File: src/sv/triangle_translate_and_area_unit_assert.svh
// Assertion macros for the triangle unit top level.
`ifndef TRIANGLE_TRANSLATE_AND_AREA_UNIT_ASSERT_SVH
`define TRIANGLE_TRANSLATE_AND_AREA_UNIT_ASSERT_SVH
`ifndef SYNTHESIS
// Same-cycle implication, checked at every rising clock edge outside reset.
`define TAU_ASSERT_NOW(label, clk, rstn, ante, cons) \
    label: assert property (@(posedge clk) disable iff (!(rstn)) (ante) |-> (cons)) \
        else $error("tau assertion failed");
// Next-cycle implication, checked at every rising clock edge outside reset.
`define TAU_ASSERT_NEXT(label, clk, rstn, ante, cons) \
    label: assert property (@(posedge clk) disable iff (!(rstn)) (ante) |=> (cons)) \
        else $error("tau assertion failed");
`else
`define TAU_ASSERT_NOW(label, clk, rstn, ante, cons)
`define TAU_ASSERT_NEXT(label, clk, rstn, ante, cons)
`endif
`endif

File: src/sv/tau_pkg.sv
// Shared types and codes of the triangle translate and area unit.
`timescale 1ns / 1ps
package tau_pkg;

    // Fixed port widths.
    localparam int IN_COORD_W = 12;
    localparam int AREA_W     = 32;

    // Item kinds.
    localparam logic [1:0] KIND_LOAD      = 2'd0;
    localparam logic [1:0] KIND_TRANSLATE = 2'd1;
    localparam logic [1:0] KIND_AREA      = 2'd2;

    // Axis character codes.
    localparam logic [7:0] AXIS_CODE_X = 8'd120;
    localparam logic [7:0] AXIS_CODE_Y = 8'd121;
    localparam logic [7:0] AXIS_CODE_Z = 8'd122;

    // Result status codes.
    localparam logic [1:0] STATUS_OK         = 2'd0;
    localparam logic [1:0] STATUS_BAD_AXIS   = 2'd1;
    localparam logic [1:0] STATUS_INCOMPLETE = 2'd2;

    typedef enum logic [1:0] {
        AXIS_SEL_X,
        AXIS_SEL_Y,
        AXIS_SEL_Z
    } tau_axis_t;

    // Command from the control to the vertex store.
    typedef struct packed {
        logic      load;
        logic      translate;
        logic [1:0] index;
        tau_axis_t axis;
    } tau_vcmd_t;

    // Status of the area engine.
    typedef struct packed {
        logic busy;
        logic done;
    } tau_eng_sts_t;

endpackage

File: src/sv/tau_vertex_store.sv
// Vertex registers with load and saturating translate.
`timescale 1ns / 1ps
module tau_vertex_store import tau_pkg::*; #(
    parameter int COORD_WIDTH = 12
) (
    input  logic                          aclk,
    input  logic                          aresetn,
    input  tau_vcmd_t                     cmd,
    input  logic signed [IN_COORD_W-1:0]  load_x,
    input  logic signed [IN_COORD_W-1:0]  load_y,
    input  logic signed [IN_COORD_W-1:0]  load_z,
    input  logic signed [IN_COORD_W-1:0]  distance,
    output logic signed [COORD_WIDTH-1:0] vert_x [3],
    output logic signed [COORD_WIDTH-1:0] vert_y [3],
    output logic signed [COORD_WIDTH-1:0] vert_z [3],
    output logic [2:0]                    loaded
);

    localparam int SUM_W = IN_COORD_W + 1;
    localparam logic signed [SUM_W-1:0] C_HI = SUM_W'((1 <<< (COORD_WIDTH - 1)) - 1);
    localparam logic signed [SUM_W-1:0] C_LO = SUM_W'(-(1 <<< (COORD_WIDTH - 1)));

    logic signed [COORD_WIDTH-1:0] x_reg [3];
    logic signed [COORD_WIDTH-1:0] y_reg [3];
    logic signed [COORD_WIDTH-1:0] z_reg [3];
    logic [2:0]                    loaded_reg;

    // Saturate a wide value to the coordinate range.
    function automatic logic signed [COORD_WIDTH-1:0] clamp_f(
        input logic signed [SUM_W-1:0] s
    );
        logic signed [SUM_W-1:0] r;
        r = s;
        if (s > C_HI) begin
            r = C_HI;
        end else if (s < C_LO) begin
            r = C_LO;
        end
        return r[COORD_WIDTH-1:0];
    endfunction

    // Load writes one vertex; translate moves one axis of every loaded vertex.
    always_ff @(posedge aclk) begin
        if (!aresetn) begin
            for (int i = 0; i < 3; i++) begin
                x_reg[i] <= '0;
                y_reg[i] <= '0;
                z_reg[i] <= '0;
            end
            loaded_reg <= '0;
        end else if (cmd.load) begin
            for (int i = 0; i < 3; i++) begin
                if (cmd.index == 2'(i)) begin
                    x_reg[i]      <= clamp_f(SUM_W'(load_x));
                    y_reg[i]      <= clamp_f(SUM_W'(load_y));
                    z_reg[i]      <= clamp_f(SUM_W'(load_z));
                    loaded_reg[i] <= 1'b1;
                end
            end
        end else if (cmd.translate) begin
            for (int i = 0; i < 3; i++) begin
                if (loaded_reg[i]) begin
                    case (cmd.axis)
                        AXIS_SEL_X: x_reg[i] <= clamp_f(SUM_W'(x_reg[i]) + SUM_W'(distance));
                        AXIS_SEL_Y: y_reg[i] <= clamp_f(SUM_W'(y_reg[i]) + SUM_W'(distance));
                        AXIS_SEL_Z: z_reg[i] <= clamp_f(SUM_W'(z_reg[i]) + SUM_W'(distance));
                        default: ;
                    endcase
                end
            end
        end
    end

    assign vert_x = x_reg;
    assign vert_y = y_reg;
    assign vert_z = z_reg;
    assign loaded = loaded_reg;

endmodule

File: src/sv/tau_area_engine.sv
// Area engine: one shared multiplier for the cross product and its squared
// magnitude, then a two-bits-per-cycle integer square root.
`timescale 1ns / 1ps
module tau_area_engine import tau_pkg::*; #(
    parameter int COORD_WIDTH    = 12,
    parameter int AREA_FRAC_BITS = 4
) (
    input  logic                          aclk,
    input  logic                          aresetn,
    input  logic                          start,
    input  logic signed [COORD_WIDTH-1:0] vert_x [3],
    input  logic signed [COORD_WIDTH-1:0] vert_y [3],
    input  logic signed [COORD_WIDTH-1:0] vert_z [3],
    output tau_eng_sts_t                  sts,
    output logic [AREA_W-1:0]             area
);

    localparam int DIFF_W  = COORD_WIDTH + 1;
    localparam int CROSS_W = 2 * DIFF_W + 1;
    localparam int MAG_W   = 2 * CROSS_W;
    localparam int SHIFT   = (AREA_FRAC_BITS == 0) ? 0 : 2 * AREA_FRAC_BITS - 2;
    localparam int RAD_W   = MAG_W + SHIFT;
    localparam int ROOT_W  = RAD_W / 2;
    localparam int REM_W   = ROOT_W + 1;
    localparam int NIT     = RAD_W / 2;
    localparam int CNT_W   = $clog2(NIT);
    localparam logic [3:0] LAST_STEP = 4'd9;

    typedef enum logic [1:0] {
        E_IDLE,
        E_MUL,
        E_PREP,
        E_SQRT
    } eng_state_t;

    eng_state_t state_reg;
    logic       done_reg;
    logic [3:0] step_reg;
    logic [CNT_W-1:0] cnt_reg;

    logic signed [DIFF_W-1:0]  ux_reg, uy_reg, uz_reg, wx_reg, wy_reg, wz_reg;
    logic signed [CROSS_W-1:0] cx_reg, cy_reg, cz_reg;
    logic signed [MAG_W-1:0]   prod_reg;
    logic [MAG_W-1:0]          mag_reg;
    logic [RAD_W-1:0]          rad_reg;
    logic [ROOT_W-1:0]         root_reg;
    logic [REM_W-1:0]          rem_reg;
    logic [AREA_W-1:0]         area_reg;

    logic signed [CROSS_W-1:0] op_a, op_b;
    logic [REM_W+1:0]          rem_sh;
    logic [REM_W+1:0]          trial;
    logic [ROOT_W-1:0]         root_next;
    logic [REM_W-1:0]          rem_next;

    // Operand select for the shared multiplier.
    always_comb begin
        case (step_reg)
            4'd0: begin op_a = CROSS_W'(uy_reg); op_b = CROSS_W'(wz_reg); end
            4'd1: begin op_a = CROSS_W'(uz_reg); op_b = CROSS_W'(wy_reg); end
            4'd2: begin op_a = CROSS_W'(uz_reg); op_b = CROSS_W'(wx_reg); end
            4'd3: begin op_a = CROSS_W'(ux_reg); op_b = CROSS_W'(wz_reg); end
            4'd4: begin op_a = CROSS_W'(ux_reg); op_b = CROSS_W'(wy_reg); end
            4'd5: begin op_a = CROSS_W'(uy_reg); op_b = CROSS_W'(wx_reg); end
            4'd6: begin op_a = cx_reg; op_b = cx_reg; end
            4'd7: begin op_a = cy_reg; op_b = cy_reg; end
            4'd8: begin op_a = cz_reg; op_b = cz_reg; end
            default: begin op_a = '0; op_b = '0; end
        endcase
    end

    // One digit of the square root: bring down two radicand bits and try.
    always_comb begin
        rem_sh = {rem_reg, rad_reg[RAD_W-1 -: 2]};
        trial  = {1'b0, root_reg, 2'b01};
        if (rem_sh >= trial) begin
            rem_next  = REM_W'(rem_sh - trial);
            root_next = {root_reg[ROOT_W-2:0], 1'b1};
        end else begin
            rem_next  = rem_sh[REM_W-1:0];
            root_next = {root_reg[ROOT_W-2:0], 1'b0};
        end
    end

    // Sequencer and datapath registers.
    always_ff @(posedge aclk) begin
        if (!aresetn) begin
            state_reg <= E_IDLE;
            done_reg  <= 1'b0;
            step_reg  <= '0;
            cnt_reg   <= '0;
        end else begin
            done_reg <= 1'b0;
            case (state_reg)
                E_IDLE: begin
                    if (start) begin
                        ux_reg    <= DIFF_W'(vert_x[1]) - DIFF_W'(vert_x[0]);
                        uy_reg    <= DIFF_W'(vert_y[1]) - DIFF_W'(vert_y[0]);
                        uz_reg    <= DIFF_W'(vert_z[1]) - DIFF_W'(vert_z[0]);
                        wx_reg    <= DIFF_W'(vert_x[2]) - DIFF_W'(vert_x[0]);
                        wy_reg    <= DIFF_W'(vert_y[2]) - DIFF_W'(vert_y[0]);
                        wz_reg    <= DIFF_W'(vert_z[2]) - DIFF_W'(vert_z[0]);
                        step_reg  <= '0;
                        state_reg <= E_MUL;
                    end
                end
                E_MUL: begin
                    // Multiply this step and fold the previous product into the cross product or magnitude.
                    prod_reg <= op_a * op_b;
                    case (step_reg)
                        4'd1: cx_reg  <= $signed(prod_reg[CROSS_W-1:0]);
                        4'd2: cx_reg  <= cx_reg - $signed(prod_reg[CROSS_W-1:0]);
                        4'd3: cy_reg  <= $signed(prod_reg[CROSS_W-1:0]);
                        4'd4: cy_reg  <= cy_reg - $signed(prod_reg[CROSS_W-1:0]);
                        4'd5: cz_reg  <= $signed(prod_reg[CROSS_W-1:0]);
                        4'd6: cz_reg  <= cz_reg - $signed(prod_reg[CROSS_W-1:0]);
                        4'd7: mag_reg <= $unsigned(prod_reg);
                        4'd8: mag_reg <= mag_reg + $unsigned(prod_reg);
                        4'd9: mag_reg <= mag_reg + $unsigned(prod_reg);
                        default: ;
                    endcase
                    step_reg <= step_reg + 4'd1;
                    if (step_reg == LAST_STEP) begin
                        state_reg <= E_PREP;
                    end
                end
                E_PREP: begin
                    rad_reg   <= RAD_W'(mag_reg) << SHIFT;
                    rem_reg   <= '0;
                    root_reg  <= '0;
                    cnt_reg   <= '0;
                    state_reg <= E_SQRT;
                end
                E_SQRT: begin
                    rad_reg  <= rad_reg << 2;
                    rem_reg  <= rem_next;
                    root_reg <= root_next;
                    cnt_reg  <= cnt_reg + CNT_W'(1);
                    if (cnt_reg == CNT_W'(NIT - 1)) begin
                        if (AREA_FRAC_BITS == 0) begin
                            area_reg <= AREA_W'(root_next >> 1);
                        end else begin
                            area_reg <= AREA_W'(root_next);
                        end
                        done_reg  <= 1'b1;
                        state_reg <= E_IDLE;
                    end
                end
                default: state_reg <= E_IDLE;
            endcase
        end
    end

    assign sts.busy = (state_reg != E_IDLE);
    assign sts.done = done_reg;
    assign area     = area_reg;

endmodule

File: src/sv/triangle_translate_and_area_unit.sv
// Top level of the triangle translate and area unit.
//
//  Channel | Ports                                  | Direction | Handshake
//  --------+----------------------------------------+-----------+----------------
//  input   | s_kind .. s_axis_code                  | in        | s_valid/s_ready
//  result  | m_status, m_area_q4                    | out       | m_valid/m_ready
//
// Load and translate items give their result one cycle after the transfer.
// An area item with all vertices loaded runs the cross product and its squared
// magnitude on the shared multiplier, then the square root one digit per cycle.
// One item is in work at a time; s_ready is low while an area item runs.
// While a result waits, s_ready follows m_ready, so a new item transfers with it.
// Reset is synchronous on aresetn low and clears all vertices and loaded flags.
`timescale 1ns / 1ps
`include "triangle_translate_and_area_unit_assert.svh"
module triangle_translate_and_area_unit import tau_pkg::*; #(
    parameter int COORD_WIDTH    = 12,
    parameter int AREA_FRAC_BITS = 4
) (
    input  logic                         aclk,
    input  logic                         aresetn,
    input  logic                         s_valid,
    output logic                         s_ready,
    input  logic [1:0]                   s_kind,
    input  logic [1:0]                   s_vertex_index,
    input  logic signed [IN_COORD_W-1:0] s_x_value,
    input  logic signed [IN_COORD_W-1:0] s_y_value,
    input  logic signed [IN_COORD_W-1:0] s_z_value,
    input  logic signed [IN_COORD_W-1:0] s_distance,
    input  logic [7:0]                   s_axis_code,
    output logic                         m_valid,
    input  logic                         m_ready,
    output logic [1:0]                   m_status,
    output logic [AREA_W-1:0]            m_area_q4
);

    typedef enum logic {
        ST_IDLE,
        ST_WAIT
    } top_state_t;

    top_state_t state_reg;
    logic              m_valid_reg;
    logic [1:0]        m_status_reg;
    logic [AREA_W-1:0] m_area_reg;

    logic              in_xfer;
    logic              axis_ok;
    tau_axis_t         axis_sel;
    logic              all_loaded;
    logic              area_start;
    logic [1:0]        status_now;
    tau_vcmd_t         vcmd;
    tau_eng_sts_t      eng_sts;
    logic [AREA_W-1:0] eng_area;
    logic [2:0]        loaded;

    logic signed [COORD_WIDTH-1:0] vert_x [3];
    logic signed [COORD_WIDTH-1:0] vert_y [3];
    logic signed [COORD_WIDTH-1:0] vert_z [3];

    // Take a new item only when no area item runs and the result slot frees.
    assign s_ready = (state_reg == ST_IDLE) && (!m_valid_reg || m_ready);
    assign in_xfer = s_valid && s_ready;

    // Axis character decode.
    always_comb begin
        case (s_axis_code)
            AXIS_CODE_X: begin axis_ok = 1'b1; axis_sel = AXIS_SEL_X; end
            AXIS_CODE_Y: begin axis_ok = 1'b1; axis_sel = AXIS_SEL_Y; end
            AXIS_CODE_Z: begin axis_ok = 1'b1; axis_sel = AXIS_SEL_Z; end
            default:     begin axis_ok = 1'b0; axis_sel = AXIS_SEL_X; end
        endcase
    end

    assign all_loaded = &loaded;
    assign area_start = in_xfer && (s_kind == KIND_AREA) && all_loaded;

    // Immediate status for items that do not start the area engine.
    always_comb begin
        status_now = STATUS_OK;
        if (s_kind == KIND_TRANSLATE && !axis_ok) begin
            status_now = STATUS_BAD_AXIS;
        end else if (s_kind == KIND_AREA && !all_loaded) begin
            status_now = STATUS_INCOMPLETE;
        end
    end

    // Vertex store command.
    always_comb begin
        vcmd.load      = in_xfer && (s_kind == KIND_LOAD)
                         && (s_vertex_index inside {2'd0, 2'd1, 2'd2});
        vcmd.translate = in_xfer && (s_kind == KIND_TRANSLATE) && axis_ok;
        vcmd.index     = s_vertex_index;
        vcmd.axis      = axis_sel;
    end

    tau_vertex_store #(
        .COORD_WIDTH(COORD_WIDTH)
    ) u_store (
        .aclk     (aclk),
        .aresetn  (aresetn),
        .cmd      (vcmd),
        .load_x   (s_x_value),
        .load_y   (s_y_value),
        .load_z   (s_z_value),
        .distance (s_distance),
        .vert_x   (vert_x),
        .vert_y   (vert_y),
        .vert_z   (vert_z),
        .loaded   (loaded)
    );

    tau_area_engine #(
        .COORD_WIDTH    (COORD_WIDTH),
        .AREA_FRAC_BITS (AREA_FRAC_BITS)
    ) u_engine (
        .aclk    (aclk),
        .aresetn (aresetn),
        .start   (area_start),
        .vert_x  (vert_x),
        .vert_y  (vert_y),
        .vert_z  (vert_z),
        .sts     (eng_sts),
        .area    (eng_area)
    );

    // Control state and the result register.
    always_ff @(posedge aclk) begin
        if (!aresetn) begin
            state_reg   <= ST_IDLE;
            m_valid_reg <= 1'b0;
        end else begin
            case (state_reg)
                ST_IDLE: begin
                    if (m_valid_reg && m_ready) begin
                        m_valid_reg <= 1'b0;
                    end
                    if (area_start) begin
                        state_reg <= ST_WAIT;
                    end else if (in_xfer) begin
                        m_valid_reg  <= 1'b1;
                        m_status_reg <= status_now;
                        m_area_reg   <= '0;
                    end
                end
                ST_WAIT: begin
                    if (eng_sts.done) begin
                        m_valid_reg  <= 1'b1;
                        m_status_reg <= STATUS_OK;
                        m_area_reg   <= eng_area;
                        state_reg    <= ST_IDLE;
                    end
                end
                default: state_reg <= ST_IDLE;
            endcase
        end
    end

    assign m_valid   = m_valid_reg;
    assign m_status  = m_status_reg;
    assign m_area_q4 = m_area_reg;

    // The engine only finishes while the control waits for it.
    `TAU_ASSERT_NOW(a_done_in_wait, aclk, aresetn, eng_sts.done, state_reg == ST_WAIT)
    // A started area item keeps the engine busy in the next cycle.
    `TAU_ASSERT_NEXT(a_start_busy, aclk, aresetn, area_start, eng_sts.busy)
    // No result is shown while an area item is still in work.
    `TAU_ASSERT_NOW(a_wait_no_result, aclk, aresetn, state_reg == ST_WAIT, !m_valid_reg)
    // A nonzero area only comes with status ok.
    `TAU_ASSERT_NOW(a_area_ok, aclk, aresetn, m_valid_reg && (m_area_reg != '0),
                    m_status_reg == STATUS_OK)

endmodule

File: config.mk
export PLATFORM = sky130hd
export DESIGN_NAME = triangle_translate_and_area_unit
export DESIGN_NICKNAME = d
export VERILOG_FILES = /design/src/sv/tau_pkg.sv /design/src/sv/tau_vertex_store.sv /design/src/sv/tau_area_engine.sv /design/src/sv/triangle_translate_and_area_unit.sv
export VERILOG_INCLUDE_DIRS = /design/src /design/src/sv
export SDC_FILE = /design/constraint.sdc
export NUM_CORES = 2
export LEC_CHECK = 0
export BUFFER_PORTS_ARGS = -buffer_cell sky130_fd_sc_hd__buf_2
export CORE_MARGIN = 2
export CORE_UTILIZATION = 50
export DETAILED_ROUTE_END_ITERATION = 8
export HOLD_SLACK_MARGIN = 0.1
export PLACE_DENSITY = 0.71
export SYNTH_ARGS = -nofsm -noshare
export SYNTH_HDL_FRONTEND = slang
export SYNTH_SLANG_ARGS = --single-unit
File: constraint.sdc
create_clock -name aclk -period 14.2 [get_ports aclk]
set_clock_uncertainty 0.15 [all_clocks]
set_input_delay 4.26 -clock aclk [delete_from_list [all_inputs] [get_ports aclk]]
set_output_delay 4.26 -clock aclk [all_outputs]
set_load 0.02 [all_outputs]
==> impl_metrics.toml <==
[synth]
synth_cell_types = 92
synth_edf_count = 444
ys_warn_count = 0
ys.flop_type = "edfxtp_1"
yosysSeqAreaShare_pct = 24.8
ys_ff_latch = 569
yosysTopAreaCellShare_pct = 24.5
synth_top_area_cell = "fa_1"
syn_area_per_cell_um2 = 9.21
syn-cell-area_mm2 = 0.0638
synth_area_leaders = "fa_1, edfxtp_1, ha_1, inv_1, nand2_1"
syn_inst = 6920
synthArstFlopShare_pct = 0

[grt]
use_met2_pct = 43.0
first_global_vias = 50300
met1_usage_pct = 38.5
grt.busiest_layer = "met2"
gr-usage-all-layers_pct = 27.3
grt_pass1_wl_um = 281000
antenna_found_initial = 1
grt_max_degree = 100
grt_util_met3_pct = 4.94
grt-ovfl-total = 0

[outcome]
outcome = "complete, no violations"

[worst_setup_path]
critPathLaunchType = "register"
cp_slowest_cell = "nand2_1"
required_ns = 14.46
cpPeakStageDelay_ns = 0.88
cp.arrival_ns = 10.70
cp_common_cell = "fa_1"
critical_path_class = "register to register"
crit_fanout = 31
crit_path_end_kind = "register"

[timing]
setup_viol = 0
period_minus_slack_ns = 10.44
worstMarginPinSlew_ns = 1.31
rsz0062_at_grt = "no"
post-route-period-util_pct = 73.5
max-slew-margin-rel_pct = 12.1
max_freq_ghz = 0.0958
setup_tns_ns = 0
slew_viol_final = 0
finalHoldViolations = 0

[floorplan]
dieArea_mm2 = 0.130
io_pins = 100
core_area_mm2 = 0.127
std_cell_rows = 131
start_util_pct = 50.2
fp.dieW_um = 361
fp.dieH_um = 361

[layout]
final_cell_mix = "inv_1, nand2_1, fa_1"
fin_nets = 8278
drive_gt1_share_pct = 5.49
final_common_cell = "inv_1"
syn2layout_area_growth_pct = 6.82

[route]
drt-total-wl_um = 178000
ant_nets = 0
firstDrtPassIters = 8
num_vias = 50100
dr.first_iter.drc_count = 5500
vias_per_cell = 5.80
drc = 0
drt-wirelength-per-cell_um = 20.6

[clock_network]
ctsHoldBuffers = 0
clock-sinks = 569
htree_levels = 2
post_cts_resized = 0
postCtsSetupBuffers = 0
clockBufferDepth = 3
numCtsBuffers = 60
cts_tree = "done"
clkTransAtPathRegs_ns = 0.07
root_buffer = "clkbuf_16"
clk_latency_ns = 0.69

[placed_design]
place_congestion = 0.956
hpwlAfterDp_um = 139000
portBuffers = 97

[flow_run]
maxCapViolations = 0

[min_path]
hp-class = "register to register"
==> cell usage after synthesis (76+ instances only) <==
master / number
clkbuf_1: 226
nand3_1: 96
o21ai_1: 111
edfxtp_1: 444
a21o_1: 167
and2_1: 127
nor2b_1: 76
fa_1: 780
inv_1: 1116
a21oi_1: 281
nor2_1: 478
a31oi_1: 114
xnor2_1: 168
o21ai_0: 291
ha_1: 511
dfxtp_1: 125
nand2_1: 938
xor2_1: 112
==> metrics by stage <==
| stage | instances | instance area (um^2) | util, % | hold slack (ns) | setup slack (ns) |
|---|---|---|---|---|---|
| finish | 8634 | 68100 | 53.6 | 0.325 | 3.76 |
| global route | 8633 | 68100 | 53.6 | 0.335 | 3.32 |
| CTS | 8633 | 68100 | 53.6 | 0.323 | 3.94 |
| detailed placement | 8523 | 66100 | 52.0 | 0.310 | 3.97 |
| global placement | 8523 | 66100 | 52.0 | 0.305 | 4.05 |
| floorplan | 6921 | 63800 | - | 0.291 | 3.82 |
==> worst paths after layout <==
path                             start                    end  slack, ns  cells after the start
setup reg to reg  u_engine.step_reg[0]  u_engine.prod_reg[50]       3.76                     31
setup / recovery  u_engine.step_reg[0]  u_engine.prod_reg[50]       3.76                     31
hold / removal    u_engine.root_reg[6]       u_engine.area[7]       0.32                      0
hold reg to reg   u_engine.root_reg[6]       u_engine.area[7]       0.32                      0
==> layer usage <==
metal  share of wire [%]  up-vias
met5                   0        -
met3                 9.7      376
met2                  44     2214
met1                  43    24600
met4                 3.1        0
li1                    -    22900
==> layout make-up <==
| type | instances | area [um^2] |
|---|---|---|
| Fill cell | 11300 | 58900 |
| Multi-Input combinational cell | 4991 | 42900 |
| Sequential cell | 569 | 15800 |
| Inverter | 1122 | 4210 |
| Tap cell | 1662 | 2080 |
| Clock buffer | 75 | 1620 |
| Timing Repair Buffer | 179 | 1100 |
| Clock inverter | 35 | 369 |
| Antenna cell | 1 | 2.50 |
==> kinds of logic after synthesis <==
kind of cell | synth area share, %
xor gates and xnor gates | 3.85
muxes | 1.50
AOI/OAI and AO/OA | 13.4
other | 0.00588
adders and majority gates | 34.5
and+or+nand+nor | 13.8
buffers and inverters | 8.04
DFF | 24.8
==> critical path, delay by kind of cell, from the launching register on <==
family,cells,cell delay [ns]
AOI/OAI and AO/OA,10,3.12
xor gates and xnor gates,1,0.15
adders and majority gates,9,4.31
buffers and inverters,7,0.68
DFF,1,0.35
and+or+nand+nor,4,1.35
Power is left out: the tool's default activity adds up to more than one toggle a clock period on the data nets, which glitch-free logic cannot reach.
